--- config.mk ---
export PLATFORM = sky130hd
export DESIGN_NAME = button_press_classifier_top
export DESIGN_NICKNAME = d
export VERILOG_FILES = /design/src/sv/bpc_pkg.sv /design/src/sv/bpc_core.sv /design/src/sv/button_press_classifier_top.sv
export SDC_FILE = /design/constraint.sdc
export NUM_CORES = 1
export LEC_CHECK = 0
export ABC_AREA = 1
export BUFFER_PORTS_ARGS = -buffer_cell sky130_fd_sc_hd__clkbuf_2
export CAP_MARGIN = 30
export CORE_ASPECT_RATIO = 0.5
export CORE_MARGIN = 2
export CORE_UTILIZATION = 35
export DETAILED_ROUTE_END_ITERATION = 10
export HOLD_SLACK_MARGIN = 0.12
export SETUP_SLACK_MARGIN = 0.2
export SLEW_MARGIN = 20
export SYNTH_ARGS = -nofsm -noshare
export SYNTH_HDL_FRONTEND = slang
export SYNTH_SLANG_ARGS = --single-unit
--- constraint.sdc ---
create_clock -name clk -period 5.1 [get_ports clk]
set_clock_uncertainty 0.1 [all_clocks]
set_input_delay 0.255 -clock clk [delete_from_list [all_inputs] [get_ports clk]]
set_output_delay 0.255 -clock clk [all_outputs]
set_load 0.03 [all_outputs]
--- src/sv/bpc_pkg.sv ---
`default_nettype none

package bpc_pkg;

    localparam int CFG_DATA_WIDTH  = 16;
    localparam int CFG_INDEX_WIDTH = 1;

    // configuration register indexes
    localparam logic [CFG_INDEX_WIDTH-1:0] CFG_LONG_PRESS_TICKS = 1'b0;
    localparam logic [CFG_INDEX_WIDTH-1:0] CFG_SETTLE_TICKS     = 1'b1;

    localparam logic [15:0] LONG_PRESS_TICKS_RESET = 16'd2000;
    localparam logic [7:0]  SETTLE_TICKS_RESET     = 8'd30;

    localparam logic ACT_SAMPLE = 1'b0;
    localparam logic ACT_CLEAR  = 1'b1;

    localparam logic LEVEL_PRESSED  = 1'b0;
    localparam logic LEVEL_RELEASED = 1'b1;

    localparam logic [1:0] KIND_NONE  = 2'd0;
    localparam logic [1:0] KIND_SHORT = 2'd1;
    localparam logic [1:0] KIND_LONG  = 2'd2;

    typedef struct packed {
        logic action;
        logic button_level;
    } in_item_t;

    typedef struct packed {
        logic       led_on;
        logic [1:0] press_kind;
        logic       press_event;
        logic       is_held;
    } out_item_t;

endpackage

`default_nettype wire

--- src/sv/bpc_core.sv ---
`default_nettype none

module bpc_core #(
    parameter int HOLD_WIDTH   = 16,
    parameter int SETTLE_WIDTH = 8
) (
    input  wire logic                clk,
    input  wire logic                rst_n,
    input  wire logic                step,
    input  wire bpc_pkg::in_item_t   item,
    input  wire logic [15:0]         long_press_ticks,
    input  wire logic [7:0]          settle_ticks,
    output bpc_pkg::out_item_t       result
);

    typedef enum logic [1:0] {
        MODE_IDLE,
        MODE_PRESS,
        MODE_RELEASE
    } mode_t;

    localparam int HCW = (HOLD_WIDTH > 16) ? HOLD_WIDTH : 16;
    localparam int SCW = (SETTLE_WIDTH > 8) ? SETTLE_WIDTH : 8;
    localparam logic [HOLD_WIDTH-1:0] HOLD_MAX = '1;
    localparam logic [SCW-1:0] SETTLE_MAX = SCW'((64'd1 << SETTLE_WIDTH) - 64'd1);

    logic                    prev_level_reg, prev_level_next;
    mode_t                   mode_reg, mode_next;
    logic [SETTLE_WIDTH-1:0] settle_reg, settle_next;
    logic                    held_reg, held_next;
    logic [HOLD_WIDTH-1:0]   hold_reg, hold_next;
    logic                    led_reg, led_next;
    logic [1:0]              kind_reg, kind_next;
    logic                    event_flag;

    logic [HOLD_WIDTH-1:0]   hold_inc;
    logic [SCW-1:0]          settle_wide;
    logic [SETTLE_WIDTH-1:0] settle_load;

    assign hold_inc = (held_reg && hold_reg != HOLD_MAX) ? HOLD_WIDTH'(hold_reg + 1'b1)
                                                         : hold_reg;

    // clamp the register to what the settle counter can hold
    assign settle_wide = SCW'(settle_ticks);
    assign settle_load = (settle_wide > SETTLE_MAX) ? SETTLE_MAX[SETTLE_WIDTH-1:0]
                                                    : settle_wide[SETTLE_WIDTH-1:0];

    always_comb
    begin
        prev_level_next = prev_level_reg;
        mode_next       = mode_reg;
        settle_next     = settle_reg;
        held_next       = held_reg;
        hold_next       = hold_reg;
        led_next        = led_reg;
        kind_next       = kind_reg;
        event_flag      = 1'b0;

        if (item.action == bpc_pkg::ACT_CLEAR)
        begin
            kind_next = bpc_pkg::KIND_NONE;
        end
        else
        begin
            hold_next = hold_inc;
            if (mode_reg != MODE_IDLE)
            begin
                if (settle_reg != '0)
                begin
                    settle_next = SETTLE_WIDTH'(settle_reg - 1'b1);
                end
                else
                begin
                    if (mode_reg == MODE_PRESS && item.button_level == bpc_pkg::LEVEL_PRESSED)
                    begin
                        held_next = 1'b1;
                        hold_next = '0;
                    end
                    else if (mode_reg == MODE_RELEASE &&
                             item.button_level == bpc_pkg::LEVEL_RELEASED && held_reg)
                    begin
                        held_next  = 1'b0;
                        led_next   = ~led_reg;
                        kind_next  = (HCW'(hold_inc) >= HCW'(long_press_ticks))
                                     ? bpc_pkg::KIND_LONG : bpc_pkg::KIND_SHORT;
                        event_flag = 1'b1;
                    end
                    mode_next = MODE_IDLE;
                end
            end
            else
            begin
                if (prev_level_reg == bpc_pkg::LEVEL_RELEASED &&
                    item.button_level == bpc_pkg::LEVEL_PRESSED)
                begin
                    mode_next   = MODE_PRESS;
                    settle_next = settle_load;
                end
                else if (prev_level_reg == bpc_pkg::LEVEL_PRESSED &&
                         item.button_level == bpc_pkg::LEVEL_RELEASED)
                begin
                    mode_next   = MODE_RELEASE;
                    settle_next = settle_load;
                end
                prev_level_next = item.button_level;
            end
        end
    end

    always_ff @(posedge clk or negedge rst_n)
    begin
        if (!rst_n)
        begin
            prev_level_reg <= bpc_pkg::LEVEL_RELEASED;
            mode_reg       <= MODE_IDLE;
            settle_reg     <= '0;
            held_reg       <= 1'b0;
            hold_reg       <= '0;
            led_reg        <= 1'b0;
            kind_reg       <= bpc_pkg::KIND_NONE;
        end
        else if (step)
        begin
            prev_level_reg <= prev_level_next;
            mode_reg       <= mode_next;
            settle_reg     <= settle_next;
            held_reg       <= held_next;
            hold_reg       <= hold_next;
            led_reg        <= led_next;
            kind_reg       <= kind_next;
        end
    end

    assign result.led_on      = led_next;
    assign result.press_kind  = kind_next;
    assign result.press_event = event_flag;
    assign result.is_held     = held_next;

endmodule

`default_nettype wire

--- src/sv/button_press_classifier_top.sv ---
`default_nettype none

// Debounced push button with short / long press classification. Each item is
// either a sample of the active-low button pin or a clear of the latched press
// type, and each item gives exactly one result: LED level, latched press kind,
// a press event flag and the held flag. One item is taken every clock cycle
// unless out_ready stalls the pipe; an item sits in the input register while
// the debounce state is updated in a single step, then its result waits in
// the output register until out_ready. The output register lets a new item
// enter while a finished result waits. Configuration (long press threshold,
// settle length) is written through cfg_wr_en / cfg_index / cfg_data; the
// user must write it only while no item is in flight, unenforced by the block.
module button_press_classifier_top #(
    parameter int HOLD_WIDTH   = 16,
    parameter int SETTLE_WIDTH = 8
) (
    input  wire logic                                    clk,
    input  wire logic                                    rst_n,
    input  wire logic                                    in_valid,
    output logic                                         in_ready,
    input  wire bpc_pkg::in_item_t                       in_item,
    output logic                                         out_valid,
    input  wire logic                                    out_ready,
    output bpc_pkg::out_item_t                           out_item,
    input  wire logic                                    cfg_wr_en,
    input  wire logic [bpc_pkg::CFG_INDEX_WIDTH-1:0]     cfg_index,
    input  wire logic [bpc_pkg::CFG_DATA_WIDTH-1:0]      cfg_data
);

    logic               stage_valid_reg;
    bpc_pkg::in_item_t  stage_item_reg;
    logic               out_valid_reg;
    bpc_pkg::out_item_t out_item_reg;
    logic [15:0]        long_press_reg;
    logic [7:0]         settle_reg;
    logic               advance;
    bpc_pkg::out_item_t core_result;

    // item moves from input register to output register
    assign advance  = stage_valid_reg && (!out_valid_reg || out_ready);
    assign in_ready = !stage_valid_reg || advance;

    always_ff @(posedge clk or negedge rst_n)
    begin
        if (!rst_n)
        begin
            stage_valid_reg <= 1'b0;
            out_valid_reg   <= 1'b0;
            long_press_reg  <= bpc_pkg::LONG_PRESS_TICKS_RESET;
            settle_reg      <= bpc_pkg::SETTLE_TICKS_RESET;
        end
        else
        begin
            if (in_ready)
            begin
                stage_valid_reg <= in_valid;
            end
            if (advance)
            begin
                out_valid_reg <= 1'b1;
            end
            else if (out_ready)
            begin
                out_valid_reg <= 1'b0;
            end
            if (cfg_wr_en)
            begin
                case (cfg_index)
                    bpc_pkg::CFG_LONG_PRESS_TICKS: long_press_reg <= cfg_data[15:0];
                    bpc_pkg::CFG_SETTLE_TICKS:     settle_reg     <= cfg_data[7:0];
                    default: ;
                endcase
            end
        end
    end

    always_ff @(posedge clk)
    begin
        if (in_ready && in_valid)
        begin
            stage_item_reg <= in_item;
        end
        if (advance)
        begin
            out_item_reg <= core_result;
        end
    end

    bpc_core #(
        .HOLD_WIDTH   (HOLD_WIDTH),
        .SETTLE_WIDTH (SETTLE_WIDTH)
    ) u_core (
        .clk              (clk),
        .rst_n            (rst_n),
        .step             (advance),
        .item             (stage_item_reg),
        .long_press_ticks (long_press_reg),
        .settle_ticks     (settle_reg),
        .result           (core_result)
    );

    assign out_valid = out_valid_reg;
    assign out_item  = out_item_reg;

`ifndef SYNTHESIS
    assert property (@(posedge clk) disable iff (!rst_n)
        advance |=> out_valid_reg)
        else $error("advanced item did not reach the output register");

    assert property (@(posedge clk) disable iff (!rst_n)
        !stage_valid_reg |-> in_ready)
        else $error("input blocked with an empty input register");

    assert property (@(posedge clk) disable iff (!rst_n)
        (out_valid && out_item.press_event) |->
            (out_item.press_kind == bpc_pkg::KIND_SHORT ||
             out_item.press_kind == bpc_pkg::KIND_LONG))
        else $error("press event without a press kind");

    assert property (@(posedge clk) disable iff (!rst_n)
        (out_valid && out_item.press_event) |-> !out_item.is_held)
        else $error("press event while still held");
`endif

endmodule

`default_nettype wire
==> out/qor.log <==
[status] status finished clean
[min_path] number of cells traversed by the worst hold path 3
[sta] tightest slew margin relative to the limit 46.4%
[place] Detailed Place HPWL 5820 µm
[clock_tree] register clock-pin slew on the reported worst setup and hold paths 0.06 ns
[clock_tree] Worst-Skew Late Latency 0.34 ns
[routing] final routed wire length divided by cell count 11.5 µm
[min_path] hold path startpoint cfg_wr_en
[floorplan] starting density of the core 35.5%
[final_layout] layout-stage area growth over the synthesis result 21.1%
[logic_synthesis] Post-Syn Instances 510
[sta] number of failing setup endpoints in the final timing report 0
[routing] DR vias 3206
[logic_synthesis] net count after synthesis 554
[place] RePlAce Congestion 0.868
[worst_setup_path] reg-to-reg critical path endpoint out_item[3]
[place] number of buffers added on ports 30
[power] static leakage 2.38 nW
[logic_synthesis] cell area after synthesis 3850 µm²
[logic_synthesis] Avg Inst Size Synth 7.55 µm²
[floorplan] area of the placeable core 10800 µm²
[worst_setup_path] most numerous cell on the critical path sky130_fd_sc_hd__nand2_1
[clock_tree] H-tree levels 3
[worst_setup_path] reg-to-reg critical path startpoint u_core.hold_reg[0]
[logic_synthesis] proportion of synthesized chip area in sequential cells 42.9%
[worst_setup_path] CP max stage cell sky130_fd_sc_hd__dfrtp_1
[clock_tree] Clock Tree Root sky130_fd_sc_hd__clkbuf_16
[final_layout] fin util 43.0%
[sta] maximum operating frequency 333 MHz
[routing] number of iterations in the first detailed-routing pass 5
[worst_setup_path] startpoint-to-endpoint class of the critical path reg -> reg
[place] placed cells 676
[worst_setup_path] cell breakdown of the critical path ha_1, nand3_2, nor2_4, nand3_4, nand2_4, inv_4, nand2_1, and2_1, ha_1, a21o_1, nor2_1, nand2_1, nor2_1, nand2_1, and2_1
[sta] post-layout min period 3.00 ns
[floorplan] area of the die 11900 µm²
[clock_tree] clk sinks 64
[final_layout] number of diodes 0
[worst_setup_path] data required time at the worst endpoint 5.09 ns
[worst_setup_path] category of the worst setup path launch point flip-flop
[power] Power Dens Cells 472 nW/µm²
[grt] initial antenna violation count 0
[routing] Starting DRT DRC Count 163
[power] maximum ir drop on the vdd rail 0.189 mV
[grt] vias in the first global route 3126
[routing] Detail Route Antenna Nets 0
[floorplan] Die Wd 152 µm
[floorplan] Boundary Pins 31
[clock_tree] Max clock buf depth 2
[min_path] worst min path class in -> reg
[sta] setup repair after global routing missed its margin false
[grt] maximum number of pins on one net before global-route repair 58
[sta] transition time of the tightest slew-check pin 0.804 ns
[logic_synthesis] Yosys warning total 0
[run] max-capacitance violation count 0
[routing] post-detailed-routing wire length 8240 µm
[final_layout] final-layout fill cell count 1090
[grt] first-pass GRT wire length 14500 µm
[logic_synthesis] number of storage elements in the synthesis netlist 64
[clock_tree] TritonCTS clock tree done
[sta] final count of pins violating max slew 0
[sta] number of hold violations in the final report 0
[floorplan] vertical die dimension 78.2 µm
[final_layout] share of cells above drive strength 1 14.9%
[sta] aggregate negative setup slack 0 ns
[worst_setup_path] CP arrival 2.99 ns
[min_path] Worst Hold Path EP long_press_reg[4]
[routing] DR DRC count 0
[worst_setup_path] maximum fanout count along the critical path 16
[floorplan] num rows 27
[routing] post-DR vias/cell 4.49
[worst_setup_path] largest stage delay on the critical path 0.40 ns
[clock_tree] post-CTS setup buffer count 0
[worst_setup_path] worst-case reg-to-reg path depth 15
[sta] fin crit share 58.9%
[grt] sum of overflow across all layers after global routing 0
[sta] Worst Hold Margin 0.330 ns
[final_layout] net count of the finished layout 608
[worst_setup_path] Crit. End Element flip-flop
[grt] total routing resource utilization after global routing 15.3%
[worst_setup_path] reg2reg setup slack 2.10 ns
[clock_tree] number of buffers added by the clock tree synthesis step 9
[final_layout] final standard cell count with taps included and fillers excluded 714
[logic_synthesis] distinct cell type count after synthesis 36
==> synth_stat cells <==
cell / instances / area (µm²)
sky130_fd_sc_hd__nor2_1: 37 / 139
sky130_fd_sc_hd__edfxtp_1: 7 / 210
sky130_fd_sc_hd__a21oi_1: 18 / 90.1
sky130_fd_sc_hd__dfrtp_1: 46 / 1150
sky130_fd_sc_hd__xor2_1: 10 / 87.6
sky130_fd_sc_hd__buf_1: 1 / 3.75
sky130_fd_sc_hd__dfstp_2: 11 / 289
sky130_fd_sc_hd__clkbuf_1: 4 / 15.0
sky130_fd_sc_hd__o21a_1: 2 / 15.0
sky130_fd_sc_hd__buf_2: 3 / 15.0
sky130_fd_sc_hd__xnor2_1: 1 / 8.76
sky130_fd_sc_hd__ha_1: 20 / 250
sky130_fd_sc_hd__a21o_1: 1 / 7.51
sky130_fd_sc_hd__nand2_4: 2 / 22.5
sky130_fd_sc_hd__nand3_4: 1 / 17.5
sky130_fd_sc_hd__nand2_1: 149 / 559
sky130_fd_sc_hd__nor2_4: 3 / 33.8
sky130_fd_sc_hd__nor3_2: 1 / 10.0
sky130_fd_sc_hd__and2_1: 7 / 43.8
sky130_fd_sc_hd__a31oi_1: 3 / 18.8
sky130_fd_sc_hd__nand3_1: 31 / 155
sky130_fd_sc_hd__inv_2: 5 / 18.8
sky130_fd_sc_hd__buf_6: 1 / 11.3
sky130_fd_sc_hd__nor3_1: 3 / 15.0
sky130_fd_sc_hd__o211ai_1: 1 / 7.51
sky130_fd_sc_hd__o21ai_1: 11 / 55.1
sky130_fd_sc_hd__nand3b_1: 1 / 7.51
sky130_fd_sc_hd__o21bai_1: 1 / 7.51
sky130_fd_sc_hd__inv_1: 76 / 285
sky130_fd_sc_hd__nand3_2: 1 / 10.0
sky130_fd_sc_hd__a21oi_2: 1 / 8.76
sky130_fd_sc_hd__nand4_1: 5 / 31.3
sky130_fd_sc_hd__nand2_2: 12 / 75.1
sky130_fd_sc_hd__o21ai_0: 32 / 160
sky130_fd_sc_hd__buf_4: 1 / 7.51
sky130_fd_sc_hd__inv_4: 1 / 6.26
==> final cells by class <==
cell class	instances	area (µm²)	share of cell area [%]
multi-input cells	354	1840	39.4
flip-flops and latches	64	1650	35.4
repair buffers	53	383	8.21
inverters	82	310	6.66
clock buffers	11	243	5.21
well taps	145	181	3.89
clock inverters	5	56.3	1.21
==> power breakdown <==
| group | switching, mW | total (mW) | internal (mW) | leakage, nW |
|---|---|---|---|---|
| Combinational | 0.508 | 0.819 | 0.311 | 1.48 |
| Clock | 0.228 | 0.618 | 0.390 | 0.145 |
| Sequential | 0.110 | 0.762 | 0.652 | 0.749 |
| Total | 0.845 | 2.20 | 1.35 | 2.38 |
==> worst max-delay path, delay by kind of cell (launching register included) <==
family                     cells  cell delay, ns
adders and majority gates      2            0.48
DFF                            1            0.40
AOI/OAI and AO/OA              1            0.18
buffers and inverters          1            0.14
and+or+nand+nor               11            1.45
==> cell usage in the layout (no fill, tap or decap), types with 3 or more instances in the layout <==
master                          Yosys  layout
sky130_fd_sc_hd__o21ai_0           32      32
sky130_fd_sc_hd__dfstp_2           11      11
sky130_fd_sc_hd__xor2_1            10      10
sky130_fd_sc_hd__nand2_1          149     149
sky130_fd_sc_hd__and2_1             7       7
sky130_fd_sc_hd__nor2_4             3       3
sky130_fd_sc_hd__clkbuf_2           0      30
sky130_fd_sc_hd__o21ai_1           11      11
sky130_fd_sc_hd__inv_2              5       5
sky130_fd_sc_hd__a21oi_1           18      18
sky130_fd_sc_hd__nor3_1             3       3
sky130_fd_sc_hd__nor2_1            37      37
sky130_fd_sc_hd__dfrtp_1           46      46
sky130_fd_sc_hd__nand4_1            5       5
sky130_fd_sc_hd__ha_1              20      20
sky130_fd_sc_hd__edfxtp_1           7       7
sky130_fd_sc_hd__a31oi_1            3       3
sky130_fd_sc_hd__dlygate4sd3_1      0      21
sky130_fd_sc_hd__clkbuf_16          0       9
sky130_fd_sc_hd__nand3_1           31      31
sky130_fd_sc_hd__inv_1             76      76
sky130_fd_sc_hd__nand2_2           12      12
==> logic make-up after synthesis <==
kind of cell	Yosys count	synth area share (%)
AO/OA/AOI/OAI	70	9.62
XOR/XNOR	11	2.50
adder cells (fa/ha/maj)	20	6.50
buffers and inverters	92	9.42
flip-flops	64	42.9
AND/OR/NAND/NOR	253	29.1
==> per-stage QoR <==
step           instance area (µm²)  power, mW  worst slack, ns
3_3_place_gp                  4140       1.57             2.19
3_5_place_dp                  4140       1.58             2.09
2_1_floorplan                 3850       1.40             2.41
5_1_grt                       4660       2.40             1.79
4_1_cts                       4650       2.23             2.08
6_report                      4660       2.20             2.10
==> worst max-delay path by stage <==
stage / depth (start not counted) / slack [ns] / to / from
6_report: 15 / 2.10 / out_item[3] / u_core.hold_reg[0]
4_1_cts: 19 / 2.08 / out_item[3] / u_core.hold_reg[0]
3_5_place_dp: 19 / 2.09 / out_item[3] / u_core.hold_reg[0]
3_3_place_gp: 19 / 2.19 / out_item[3] / u_core.hold_reg[0]
2_1_floorplan: 15 / 2.41 / out_item[3] / u_core.hold_reg[0]
5_1_grt: 19 / 1.79 / out_item[3] / u_core.hold_reg[0]
==> routing by layer <==
metal / GRT usage (%) / routed length [µm]
met4: 4.30 / 100
met2: 24.7 / 3720
met5: 0 / 0
met3: 4.91 / 231
met1: 19.8 / 4190
==> timing repair <==
| item | CTS | global route |
|---|---|---|
| hold buffers | 21 | 0 |
| resized for setup | 0 | 0 |
| endpoints found under the hold margin | 73 | 0 |
Note: power is estimated with default switching activity, not from simulation.
